**src/hbch_pkg.sv**
```systemverilog
// Shared widths, limits and operation codes for the hash bucket collision histogram.
`timescale 1ns / 1ps
package hbch_pkg;
  localparam int KEY_W = 31;
  localparam int CFG_W = 7;
  localparam int CNT_W = 16;
  localparam int BIDX_W = 6;
  localparam logic [CNT_W-1:0] CNT_MAX = '1;
  localparam logic FUNC_INSERT = 1'b0;
  localparam logic FUNC_REPORT = 1'b1;
  typedef logic [CNT_W-1:0] cnt_t;
endpackage

```
**src/hbch_ram.sv**
```systemverilog
// Generic simple dual-port RAM with one write port and one registered read port.
`timescale 1ns / 1ps
module hbch_ram #(
  parameter int WIDTH = 16,
  parameter int DEPTH = 64,
  parameter int AW = 6
) (
  input  logic             clk,
  input  logic             we,
  input  logic [AW-1:0]    waddr,
  input  logic [WIDTH-1:0] wdata,
  input  logic             re,
  input  logic [AW-1:0]    raddr,
  output logic [WIDTH-1:0] rdata
);
  logic [WIDTH-1:0] mem_r [DEPTH];
  logic [WIDTH-1:0] rdata_r;

  always_ff @(posedge clk) begin
    if (we) begin
      mem_r[waddr] <= wdata;
    end
    if (re) begin
      rdata_r <= mem_r[raddr];
    end
  end

  assign rdata = rdata_r;
endmodule

```
**src/hash_bucket_collision_histogram.sv**
```systemverilog
// Top level of the hash bucket collision histogram with its divider and scan sequencer.
//
// Usage: an input word with in_func insert hashes in_key to bucket
// in_key mod bucket_count and either marks the bucket occupied or counts one
// more collision there, saturating at the count maximum. An input word with
// in_func report emits, in ascending order, the index of every bucket that
// holds the greatest collision count, with out_last on the final one.
// An insert is accepted, runs a bit-serial remainder loop over the key bits,
// reads the count memory and writes it back. A report runs a maximum scan
// over the buckets in use and then an emit pass up to the last match, longer
// if the receiver stalls. Only one input word is in flight; in_stall is
// high while it runs. A result waits in the output register while out_stall
// is high, and the emit pass holds until the register is free.
// Reset clears all occupied marks at once, so all counts read as zero, and sets
// bucket_count to 64. cfg_wr_en writes bucket_count; a value of 0 acts as 1 and
// values above MAX_BUCKETS act as MAX_BUCKETS. The store is kept across writes.
`timescale 1ns / 1ps
module hash_bucket_collision_histogram import hbch_pkg::*; #(
  parameter int MAX_BUCKETS = 64
) (
  input  logic              clk,
  input  logic              rst_n,
  input  logic              cfg_wr_en,
  input  logic [CFG_W-1:0]  cfg_wr_data,
  input  logic              in_valid,
  output logic              in_stall,
  input  logic              in_func,
  input  logic [KEY_W-1:0]  in_key,
  output logic              out_valid,
  input  logic              out_stall,
  output logic [BIDX_W-1:0] out_bucket_index,
  output logic              out_last
);
  localparam int IDX_W = (MAX_BUCKETS > 1) ? $clog2(MAX_BUCKETS) : 1;
  localparam int DIV_STEPS = KEY_W;
  localparam int STEP_W = $clog2(DIV_STEPS);

  localparam logic [2:0] S_IDLE     = 3'd0;
  localparam logic [2:0] S_DIV      = 3'd1;
  localparam logic [2:0] S_INS_RD   = 3'd2;
  localparam logic [2:0] S_INS_WR   = 3'd3;
  localparam logic [2:0] S_SCAN_RD  = 3'd4;
  localparam logic [2:0] S_SCAN_CMP = 3'd5;
  localparam logic [2:0] S_EMIT_RD  = 3'd6;
  localparam logic [2:0] S_EMIT_CMP = 3'd7;

  logic [2:0]              state_r, state_nxt;
  logic [CFG_W-1:0]        bucket_count_r, bucket_count_nxt;
  logic [CFG_W-1:0]        m_eff;
  logic [KEY_W-1:0]        key_r, key_nxt;
  logic [CFG_W-1:0]        rem_r, rem_nxt;
  logic [CFG_W:0]          trial;
  logic [STEP_W-1:0]       step_r, step_nxt;
  logic [IDX_W-1:0]        idx_r, idx_nxt;
  logic [IDX_W-1:0]        last_hit_r, last_hit_nxt;
  cnt_t                    best_r, best_nxt;
  logic [MAX_BUCKETS-1:0]  occ_r, occ_nxt;
  logic                    out_valid_r, out_valid_nxt;
  logic [BIDX_W-1:0]       out_idx_r, out_idx_nxt;
  logic                    out_last_r, out_last_nxt;
  logic                    ram_we, ram_re;
  cnt_t                    ram_wdata, ram_rdata, val;
  logic                    at_end, out_free;

  always_comb begin
    if (bucket_count_r == '0) begin
      m_eff = CFG_W'(1);
    end else if (bucket_count_r > CFG_W'(MAX_BUCKETS)) begin
      m_eff = CFG_W'(MAX_BUCKETS);
    end else begin
      m_eff = bucket_count_r;
    end
  end

  assign trial = {rem_r, key_r[KEY_W-1]};
  always_comb begin
    if (trial >= {1'b0, m_eff}) begin
      rem_nxt = CFG_W'(trial - {1'b0, m_eff});
    end else begin
      rem_nxt = CFG_W'(trial);
    end
  end

  assign val = occ_r[idx_r] ? ram_rdata : '0;
  assign at_end = (CFG_W'(idx_r) == m_eff - CFG_W'(1));
  assign out_free = !out_valid_r || !out_stall;
  assign ram_re = (state_r == S_INS_RD) || (state_r == S_SCAN_RD) || (state_r == S_EMIT_RD);
  assign ram_we = (state_r == S_INS_WR);
  always_comb begin
    if (!occ_r[idx_r]) begin
      ram_wdata = '0;
    end else if (ram_rdata == CNT_MAX) begin
      ram_wdata = CNT_MAX;
    end else begin
      ram_wdata = ram_rdata + cnt_t'(1);
    end
  end

  hbch_ram #(
    .WIDTH(CNT_W),
    .DEPTH(MAX_BUCKETS),
    .AW(IDX_W)
  ) u_count_ram (
    .clk(clk),
    .we(ram_we),
    .waddr(idx_r),
    .wdata(ram_wdata),
    .re(ram_re),
    .raddr(idx_r),
    .rdata(ram_rdata)
  );

  always_comb begin
    state_nxt = state_r;
    bucket_count_nxt = cfg_wr_en ? cfg_wr_data : bucket_count_r;
    key_nxt = key_r;
    step_nxt = step_r;
    idx_nxt = idx_r;
    last_hit_nxt = last_hit_r;
    best_nxt = best_r;
    occ_nxt = occ_r;
    out_valid_nxt = out_valid_r && out_stall;
    out_idx_nxt = out_idx_r;
    out_last_nxt = out_last_r;
    unique case (state_r)
      S_IDLE: begin
        if (in_valid) begin
          if (in_func == FUNC_INSERT) begin
            key_nxt = in_key;
            step_nxt = '0;
            state_nxt = S_DIV;
          end else begin
            idx_nxt = '0;
            best_nxt = '0;
            last_hit_nxt = '0;
            state_nxt = S_SCAN_RD;
          end
        end
      end
      S_DIV: begin
        key_nxt = key_r << 1;
        step_nxt = step_r + STEP_W'(1);
        if (step_r == STEP_W'(DIV_STEPS - 1)) begin
          idx_nxt = rem_nxt[IDX_W-1:0];
          state_nxt = S_INS_RD;
        end
      end
      S_INS_RD: begin
        state_nxt = S_INS_WR;
      end
      S_INS_WR: begin
        occ_nxt[idx_r] = 1'b1;
        state_nxt = S_IDLE;
      end
      S_SCAN_RD: begin
        state_nxt = S_SCAN_CMP;
      end
      S_SCAN_CMP: begin
        if (val > best_r) begin
          best_nxt = val;
          last_hit_nxt = idx_r;
        end else if (val == best_r) begin
          last_hit_nxt = idx_r;
        end
        if (at_end) begin
          idx_nxt = '0;
          state_nxt = S_EMIT_RD;
        end else begin
          idx_nxt = idx_r + IDX_W'(1);
          state_nxt = S_SCAN_RD;
        end
      end
      S_EMIT_RD: begin
        state_nxt = S_EMIT_CMP;
      end
      S_EMIT_CMP: begin
        if (val != best_r) begin
          idx_nxt = idx_r + IDX_W'(1);
          state_nxt = S_EMIT_RD;
        end else if (out_free) begin
          out_valid_nxt = 1'b1;
          out_idx_nxt = BIDX_W'(idx_r);
          out_last_nxt = (idx_r == last_hit_r);
          if (idx_r == last_hit_r) begin
            state_nxt = S_IDLE;
          end else begin
            idx_nxt = idx_r + IDX_W'(1);
            state_nxt = S_EMIT_RD;
          end
        end
      end
      default: begin
        state_nxt = S_IDLE;
      end
    endcase
  end

  always_ff @(posedge clk) begin
    if (!rst_n) begin
      state_r <= S_IDLE;
      bucket_count_r <= CFG_W'(64);
      occ_r <= '0;
      out_valid_r <= 1'b0;
    end else begin
      state_r <= state_nxt;
      bucket_count_r <= bucket_count_nxt;
      occ_r <= occ_nxt;
      out_valid_r <= out_valid_nxt;
    end
  end

  always_ff @(posedge clk) begin
    key_r <= key_nxt;
    step_r <= step_nxt;
    idx_r <= idx_nxt;
    last_hit_r <= last_hit_nxt;
    best_r <= best_nxt;
    out_idx_r <= out_idx_nxt;
    out_last_r <= out_last_nxt;
    if (state_r == S_IDLE) begin
      rem_r <= '0;
    end else if (state_r == S_DIV) begin
      rem_r <= rem_nxt;
    end
  end

  assign in_stall = (state_r != S_IDLE);
  assign out_valid = out_valid_r;
  assign out_bucket_index = out_idx_r;
  assign out_last = out_last_r;

  a_rem_below_modulus: assert property (@(posedge clk) disable iff (!rst_n)
    (state_r == S_DIV) |-> (rem_r < m_eff))
    else $error("Remainder reached the modulus.");

  a_emit_not_above_best: assert property (@(posedge clk) disable iff (!rst_n)
    (state_r == S_EMIT_CMP) |-> (val <= best_r))
    else $error("Emit pass found a count above the scanned maximum.");

  a_emit_stops_at_last: assert property (@(posedge clk) disable iff (!rst_n)
    (state_r == S_EMIT_RD) |-> (idx_r <= last_hit_r))
    else $error("Emit pass ran past the last matching bucket.");

  a_occ_monotonic: assert property (@(posedge clk) disable iff (!rst_n)
    $past(rst_n) |-> ($countones(occ_r) >= $past($countones(occ_r))))
    else $error("An occupied mark was lost.");
endmodule
```
**config.mk**
```make
export PLATFORM = sky130hd
export DESIGN_NAME = hash_bucket_collision_histogram
export DESIGN_NICKNAME = d
export VERILOG_FILES = /design/src/hbch_pkg.sv /design/src/hbch_ram.sv /design/src/hash_bucket_collision_histogram.sv
export SDC_FILE = /design/constraint.sdc
export NUM_CORES = 1
export LEC_CHECK = 0
export BUFFER_PORTS_ARGS = -buffer_cell sky130_fd_sc_hd__buf_2
export CAP_MARGIN = 5
export CORE_AREA = 8 8 300 302
export CTS_CLUSTER_SIZE = 16
export DETAILED_ROUTE_END_ITERATION = 8
export DIE_AREA = 0 0 308 310
export HOLD_SLACK_MARGIN = 0.12
export PLACE_DENSITY = 0.76
export SYNTH_ARGS = -nofsm -noshare
export SYNTH_HDL_FRONTEND = slang
export SYNTH_HIERARCHICAL = 1
export SYNTH_SLANG_ARGS = --single-unit
```
**constraint.sdc**
```tcl
create_clock -name clk -period 5 [get_ports clk]
set_input_delay 0.5 -clock clk [delete_from_list [all_inputs] [get_ports clk]]
set_output_delay 0.5 -clock clk [all_outputs]
set_load 0.1 [all_outputs]
```
## Word level (Yosys, flattened, before mapping)

Memories as Yosys holds them, arrays and structs flattened. A register that Yosys moved wholly into a read port is not among the register bits.
Index checks and enable logic that the tools add are counted.

| operators by class | value |
|---|---|
| bitwise gates (word level) | 2 |
| add/sub/neg operators | 5 |
| equal/unequal tests | 21 |
| $lt $le $gt $ge | 5 |
| mux-type cells | 44 |
| reduce and logical (&&, ||, !) cells | 19 |

Operators with widths:

| cell | count |
|---|---|
| $mux W16 | 6 |
| $or A64 B64 Y64 | 1 |
| $mux W31 | 2 |
| $pmux W31 S2 | 1 |
| $mux W6 | 9 |
| $pmux W16 S2 | 1 |
| $pmux W3 S8 | 1 |
| $pmux W6 S4 | 1 |
| $mux W7 | 3 |
| $mux W3 | 6 |
| $add A16 B1 Y16 const B | 1 |
| $eq A16 B16 Y1 | 1 |
| $eq A16 B16 Y1 const B | 1 |
| $gt A16 B16 Y1 | 1 |
| $ne A16 B16 Y1 | 1 |
| $eq A3 B3 Y1 const B | 4 |
| $pmux W6 S2 | 1 |
| $mux W5 | 2 |
| $ne A2 B2 Y1 const B | 5 |
| $pmux W5 S2 | 1 |
| $ne A3 B3 Y1 const B | 3 |
| $reduce_and A3 Y1 | 3 |
| $ge A8 B7 Y1 | 1 |
| $reduce_and A4 Y1 | 2 |
| other kinds (26) | 38 |

| storage, ports and cells | value |
|---|---|
| output and inout port bits | 9 |
| bits of input ports | 44 |
| memory bits (writable) | 1024 |
| memories | 1 |
| word-level logic and storage cells | 109 |
| flip-flop bits (word level) | 153 |

Memory list:

| memory | words | width | read ports | clocked after Yosys merged registers in | write ports | RTL line | text |
|---|---|---|---|---|---|---|---|
| u_count_ram.mem_r | 64 | 16 | 1 | 1 | 1 | hbch_ram.sv:16 | `logic [WIDTH-1:0] mem_r [DEPTH];` |

## Depth between registers and ports, before layout

Gate-level depths: netlist (run 1).

| logic depth | value |
|---|---|
| word-level depth | 7 |
| gate-level depth with buffers | 17 |
| depth with buffers taken out | 13 |

## By module

Netlist (run 1), hierarchy kept.

By module, submodules not included:

| module | seq. area each (um^2) | area each (um^2) | times used | cells an instance |
|---|---|---|---|---|
| hbch_ram | 31230.0 | 40202.3 | 1 | 1829 |
| hash_bucket_collision_histogram | 3773.6 | 8051.5 | 1 | 844 |

## Worst setup path after synthesis (run 1)

Ideal clock, no wire load.

| timing path | value |
|---|---|
| path type | register -> register |
| start | reg idx_r[1] |
| end | mem u_count_ram.mem_r[0][14] (data pin) |
| arrival time | 4.256 ns |
| path slack | 0.063 ns |
| cell stages (with the launch flop) | 10 |
| clock period less this slack | 4.937 ns |
| buffers on the path | 3 |
| required time | 4.319 ns |
| setup time | 0.681 ns |
| cells stage by stage | edfxtp_1 buf_4 buf_6 nor2_1 a21oi_1 o22ai_1 a211o_1 a2111oi_2 buf_2 nor3_1 |

| on the way | value |
|---|---|
| word-level cells in the longest chain between the ends | 3 |

Ends and longest elaborated chain:

| element | RTL line | text |
|---|---|---|
| start: declaration | hash_bucket_collision_histogram.sv:54 | `logic [IDX_W-1:0] idx_r, idx_nxt;` |
| start signal: assignment | hash_bucket_collision_histogram.sv:215 | `idx_r <= idx_nxt;` |
| $bmux W1 S6 | hash_bucket_collision_histogram.sv:90 | `if (!occ_r[idx_r]) begin` |
| $mux W1 (not written as such) | hash_bucket_collision_histogram.sv:90 |  |
| $mux W16 | hash_bucket_collision_histogram.sv:90 |  |
| net ram_wdata[14] | hash_bucket_collision_histogram.sv:62 | `cnt_t ram_wdata, ram_rdata, val;` |
| end: declaration | hbch_ram.sv:16 |  |

The timed path passes the listed nets, and every way through them passes these cells. The select of a mux whose other input is x is not followed.

## Worst setup path after layout (run 1)

| timing path | value |
|---|---|
| start | reg idx_r[0] |
| end | reg idx_r[5], enable pin |

| on the way | value |
|---|---|
| word-level cells in the longest chain between the ends | 6 |
| elaborated cells between the ends (all ways) | 8 |
| those cells by class | eq/ne (4); mux (3); reduce/logical (1) |

Ends and longest elaborated chain:

| element | RTL line | text |
|---|---|---|
| $bmux W1 S6 * | hash_bucket_collision_histogram.sv:84 | `assign val = occ_r[idx_r] ? ram_rdata : '0;` |
| $mux W1 (not written as such) * | hash_bucket_collision_histogram.sv:84 |  |
| $mux W16 * | hash_bucket_collision_histogram.sv:84 |  |
| net val[2] | hash_bucket_collision_histogram.sv:62 |  |
| $ne A16 B16 Y1 * | hash_bucket_collision_histogram.sv:177 | `if (val != best_r) begin` |
| $ne A3 B3 Y1 (no line) | n/a |  |
| $reduce_and A6 Y1 (no line) * | n/a |  |

The timed path passes the listed nets; every way through them passes the cells marked *. The select of a mux whose other input is x is not followed.
A chain may end at the register's enable or synchronous reset.

==> results of run 1 <==
per-stage QoR:
stage,util,cells
2_1_floorplan,-,2673
3_3_place_gp,0.588,3837
3_5_place_dp,0.588,3837
4_1_cts,0.632,4059
5_1_grt,0.632,4062
6_report,0.632,4063
what timing repair did:
action	4_1_cts	5_1_grt
endpoints found under the hold margin	8	0
gates resized for setup	0	0
endpoints found under the setup margin	0	12
buffers inserted	0	2
hold buffers	8	0
routing by layer:
layer,up-vias,GRT usage
li1,11000,-
met1,13300,0.307
met2,1287,0.383
met3,258,0.0411
met4,0,0.0894
met5,-,0
layout make-up:
type,instances,share of cell area
Timing Repair Buffer,175,0.0265
Inverter,30,0.00208
Antenna cell,1,0.0000462
Multi-Input combinational cell,1295,0.230
Clock buffer,155,0.0569
Tap cell,1155,0.0267
Clock inverter,59,0.0112
Sequential cell,1193,0.646
cell usage in the layout (no fill, tap or decap), types with 16 or more instances in the layout:
| master | Yosys | routed |
|---|---|---|
| buf_4 | 19 | 96 |
| o21ai_0 | 25 | 25 |
| xnor2_1 | 18 | 18 |
| mux4_2 | 226 | 226 |
| clkinv_2 | 0 | 16 |
| nand3_1 | 44 | 44 |
| mux2i_1 | 103 | 103 |
| buf_2 | 42 | 52 |
| a221oi_1 | 17 | 17 |
| a22oi_1 | 41 | 41 |
| ha_1 | 28 | 28 |
| nor2b_1 | 51 | 50 |
| nor2_2 | 2 | 47 |
| mux2_2 | 62 | 62 |
| dfxtp_1 | 82 | 82 |
| clkinv_1 | 2 | 25 |
| clkbuf_1 | 59 | 36 |
| nand2_1 | 117 | 116 |
| buf_12 | 5 | 18 |
| clkbuf_16 | 0 | 116 |
| edfxtp_1 | 1111 | 1111 |
| inv_1 | 28 | 28 |
| a21oi_1 | 80 | 67 |
| a31oi_1 | 30 | 30 |
| nor2_1 | 216 | 168 |
| nand4_1 | 23 | 23 |
worst max-delay path, stage by stage, from the launching register on:
cell	delay [ps]
edfxtp_1	490
buf_4	310
mux2_2	360
nand2_1	60
a21oi_1	60
a211o_1	300
a2111oi_4	340
buf_4	360
nor2b_1	90
ha_1	310
nand3_1	120
or3_1	410
or2_2	310
o41ai_1	510
nor2_1	290
cells by family (layout without fill, tap and decap cells):
group | count (synthesis) | after routing | share of synthesized area
flops | 1193 | 1193 | 0.725
simple gates | 537 | 537 | 0.0525
mux | 395 | 395 | 0.143
compound gates | 304 | 304 | 0.0429
buf+inv | 185 | 419 | 0.0226
xor+xnor | 30 | 30 | 0.00545
fa+ha+maj | 29 | 29 | 0.00768
other cells | 0 | 1 | 0
sequential cells by signal (all words and copies together), names as in the netlist:
signal,cells
u_count_ram/mem_r,1024
best_r,16
u_count_ram/rdata,16
step_r,5
out_valid,1
out_last,1
key_r,31
state_r,3
bucket_count_r,7
last_hit_r,6
out_bucket_index,6
occ_r,64
idx_r,6
rem_r,7
where the power goes:
part | switching [mW] | internal (mW)
clock | 3.60 | 4.83
combinational | 1.29 | 0.899
sequential | 0.0759 | 10.9
worst min-delay path by stage:
stage / end / slack (ps) / cells past startpoint
6_report: key_r[21] / 160 / 2
5_1_grt: key_r[21] / 120 / 2
2_1_floorplan: rem_r[6] / 430 / 2
3_5_place_dp: occ_r[30] / 460 / 1
4_1_cts: key_r[21] / 120 / 2
3_3_place_gp: rem_r[6] / 440 / 2
==> results.cfg, run 1 <==
[layout]
stdcell_area_um2 = 54200
area_growth_pct = 12.2
seqCellArea_um2 = 35000
nNetsFinal = 2883
drive_gt1_frac = 0.240
fill_cells = 5842
multi_input_area_um2 = 12500

[global_routing]
track_usage = 0.231
grt_overflow = 0
grt_pass1_vias = 26000
grt_pass1_wl_um = 165000
grt_max_degree = 113
grt_antenna_before_repair = 1

[logic_synthesis]
yosysWarnings = 6
synth_top_flop_cell = edfxtp_1
synthesis.nets = 2746
synth.most_common_cell = edfxtp_1
yosys.area.top_type = edfxtp_1
ys_seq_elements = 1193
synthTopCellsByArea = edfxtp_1, mux4_2, dfxtp_1
synth_top_area_share = 0.691
seq_area_frac_synth = 0.725
syn_area_um2 = 48300
ys_top_cells_by_count = edfxtp_1, mux4_2, nor2_1
synthDistinctLibCells = 74
synth_edf_count = 1111
syn_inst = 2673
synth.avg_cell_area_um2 = 18.1
async_reset_ff_frac = 0

[timing]
worst_slew_pin_slew_ps = 1210
fin_ws_ps = 363
fin_skew_ps = 64.8
slew_headroom = 0.190
finalHoldViolations = 0
max_freq_ghz = 0.216
maxSlewViolCount = 0
finalCritPeriodShare = 0.927
min_period_ps = 4640
setup_viol = 0
hold_ws_ps = 160
rsz0062_at_grt = no
finalSetupTns_ps = 0

[setup_path]
r2r_end = idx_r[5]
start_kind = register
cp_max_fo = 29
reg2reg_from = idx_r[0]
startpoint = idx_r[0]
crit_path_end_kind = register
critPathKind = register to register
r2r_slack_ps = 360
rr_worst_depth = 14
critPathCapture = idx_r[5]
crit_arrival_ps = 4990
worstPathRequired_ps = 5350

[clocking]
cts_buffers = 115
cts_tree = built
clock_tree.root_cell = clkbuf_16
cts_buffer_depth = 3
clkTransAtPathRegs_ps = 60
htreeDepth = 3
clkSinkCount = 1193
clock_latency_ps = 710

[route]
ant_nets = 0
dr.first_iter.drc_count = 2954
viasPerCell = 6.34
wl_met3_um = 9250
vias = 25800
dr.pass1.iters = 5
drc_errors = 0
wl_per_cell_um = 27.1
wl_met1_um = 42100
route.met2.wl_um = 54200
wl_um = 110000
top_layer = met4

[placement]
port_buffers = 52
place_ws_ps = 208
dpl.hpwl_um = 64500
globalplace.congestion = 0.863
postPlaceCellArea_um2 = 50300

[floorplan]
fp.dieArea_um2 = 95500
rows = 108
die_h_um = 310
io_pins = 53
core_um2 = 85700
start_util = 0.563
die_w_um = 308

[power_and_ir_drop]
p_leak_nw = 17.6
cellPowerDensity_nw_per_um2 = 400
power_mw = 21.6
peakVddDrop_uv = 506

[outcome]
status = finished, final reports clean

[run]
max-cap-violations = 0

[hold_path]
hp-start = in_key[21]
hp-class = input port to register
Note: power is estimated with default switching activity, not from simulation.
==> inputs of run 2 (changes only) <==
--- a/config.mk
+++ b/config.mk
@@ -7,12 +7,12 @@
 export LEC_CHECK = 0
 export BUFFER_PORTS_ARGS = -buffer_cell sky130_fd_sc_hd__buf_2
 export CAP_MARGIN = 5
-export CORE_AREA = 8 8 300 302
+export CORE_AREA = 8 8 286 288
 export CTS_CLUSTER_SIZE = 16
 export DETAILED_ROUTE_END_ITERATION = 8
-export DIE_AREA = 0 0 308 310
+export DIE_AREA = 0 0 294 296
 export HOLD_SLACK_MARGIN = 0.12
-export PLACE_DENSITY = 0.76
+export PLACE_DENSITY = 0.79
 export SYNTH_ARGS = -nofsm -noshare
 export SYNTH_HDL_FRONTEND = slang
 export SYNTH_HIERARCHICAL = 1
==> constraint.sdc (replaced) <==
create_clock -name clk -period 4.45 [get_ports clk]
set_input_delay 0.445 -clock clk [delete_from_list [all_inputs] [get_ports clk]]
set_output_delay 0.445 -clock clk [all_outputs]
set_load 0.01 [all_outputs]
==> run 2 against run 1 <==
Net effect: clock-buffer cell count is 20 lower; fmax grew 7.9%; largest power group unchanged; core utilization is 7.7 points higher; clock power rose by 14%; sequential share of layout area fell by 0.49 points; clock skew decreased by 39 ps.
==> results.cfg, run 2 (same netlist as run 1, synthesis figures left out) <==
[outcome]
status = finished, final reports clean

[floorplan]
die_w_um = 294
fp.dieArea_um2 = 87000
die_h_um = 296
io_pins = 53
core_um2 = 77000
rows = 102
start_util = 0.627

[timing]
finalSetupTns_ps = 0
setup_viol = 0
maxSlewViolCount = 0
finalCritPeriodShare = 0.966
worst_slew_pin_slew_ps = 1130
finalHoldViolations = 0
slew_headroom = 0.238
max_freq_ghz = 0.233
min_period_ps = 4300
rsz0062_at_grt = no
fin_skew_ps = 25.6

[route]
dr.first_iter.drc_count = 3100
vias = 26600
wl_per_cell_um = 28.4
viasPerCell = 6.61
ant_nets = 0
dr.pass1.iters = 6
drc_errors = 0
wl_um = 114000

[layout]
nNetsFinal = 2962
fill_cells = 4515
num_antenna_cells = 0
final_cells = 4022
layout_commonest_cell = edfxtp_1
layout_common_cells = edfxtp_1, mux4_2, nor2_1
drive_gt1_frac = 0.241
largest_register = u_count_ram/mem_r
top_regs = u_count_ram/mem_r x1024, occ_r x64, key_r x31
area_growth_pct = 13.1
largest_register_ffs = 1024

[hold_path]
hp-class = input port to register
whs_path_depth = 3

[setup_path]
crit_chain = buf_4 > mux4_2 > mux2i_1 > nor2_1 > a211o_1 > a2111oi_4 > buf_12 > nor2b_1 > ha_1 > nand4_1 > or2_2 > or2_2 > a2111oi_0 > a211o_2
crit_path_frequent_cell = or2_2
max_stage_delay_ps = 500
cp_slowest_cell = mux4_2
cp.depth = 14
critPathTopFamily = compound AO/OA/AOI/OAI gates
startpoint = idx_r[1]
start_kind = register
crit_path_end_kind = register
worstPathRequired_ps = 4820
cp_max_fo = 26
critPathCapture = last_hit_r[4]
critPathKind = register to register
r2r_slack_ps = 150
rr_worst_depth = 14
reg2reg_from = idx_r[1]
r2r_end = last_hit_r[4]
crit_arrival_ps = 4670
crit_buf_inv = 2

[run]
max-cap-violations = 0

[global_routing]
grt_overflow = 0
grt_pass1_vias = 27200
grt_max_degree = 146
grt_antenna_before_repair = 2
grt_pass1_wl_um = 170000
track_usage = 0.262

[clocking]
clkTransAtPathRegs_ps = 60
clkSinkCount = 1193
cts_buffer_depth = 3
cts_buffers = 113
htreeDepth = 3
clock_tree.root_cell = clkbuf_16
cts_tree = built
clock_latency_ps = 680

[placement]
globalplace.congestion = 0.828
port_buffers = 52
dpl.hpwl_um = 65600
dp_cells = 3771

[power_and_ir_drop]
cellPowerDensity_nw_per_um2 = 450
p_leak_nw = 18.1
peakVddDrop_uv = 463
power_mw = 24.5
-- run 2: cell types whose count changed in the layout (fill, tap and decap cells not counted), sizes merged --
cell / delta
buf: +48
bufinv: +1
clkbuf: -20
clkinv: +8
diode: -1
dlygate4sd3: +33
inv: +5
-- run 2: worst min-delay path by stage --
stage               from           endpoint
3_3_place_gp    rem_r[6]           rem_r[6]
3_5_place_dp    rem_r[6]           rem_r[6]
6_report       cfg_wr_en  bucket_count_r[6]
5_1_grt        cfg_wr_en  bucket_count_r[6]
4_1_cts        cfg_wr_en  bucket_count_r[6]
2_1_floorplan   rem_r[6]           rem_r[6]
-- run 2: area by class of cell --
class / count / area [µm²] / share of cell area
Clock buffer: 135 / 3020 / 0.0553
Clock inverter: 73 / 704 / 0.0129
Inverter: 30 / 113 / 0.00206
Multi-Input combinational cell: 1295 / 12400 / 0.227
Sequential cell: 1193 / 35000 / 0.641
Tap cell: 1040 / 1300 / 0.0238
Timing Repair Buffer: 256 / 2050 / 0.0375
-- run 2: metal layers --
layer	track usage	routed length, µm
met4	0.109	4870
met1	0.345	41900
met5	0	11
met2	0.438	56800
met3	0.0425	10600
-- run 2: what timing repair did --
item | 4_1_cts | 5_1_grt
resized for setup | 0 | 4
buffers inserted | 0 | 2
setup endpoints to repair | 0 | 12
hold endpoints to repair | 41 | 0
hold buffers | 41 | 0
-- run 2: where the power goes --
| part | switching [mW] | total, mW | internal [mW] |
|---|---|---|---|
| combinational | 1.48 | 2.56 | 1.08 |
| clock | 4.11 | 9.60 | 5.49 |
| sequential | 0.0847 | 12.4 | 12.3 |
-- run 2: per-stage QoR --
step,setup WS (ps),hold slack (ps),cell area [µm²],util
floorplan,221,426,48300,-
global placement,167,442,50400,0.655
detailed placement,115,455,50400,0.655
CTS,105,131,54500,0.709
global route,25.8,172,54600,0.709
finish,152,162,54600,0.709
-- run 2: worst reg2reg max path, stage by stage (launching register included) --
cell,delay (ps)
edfxtp_1,390
buf_4,180
mux4_2,500
mux2i_1,150
nor2_1,80
a211o_1,270
a2111oi_4,330
buf_12,210
nor2b_1,100
ha_1,310
nand4_1,130
or2_2,360
or2_2,340
a2111oi_0,390
a211o_2,240
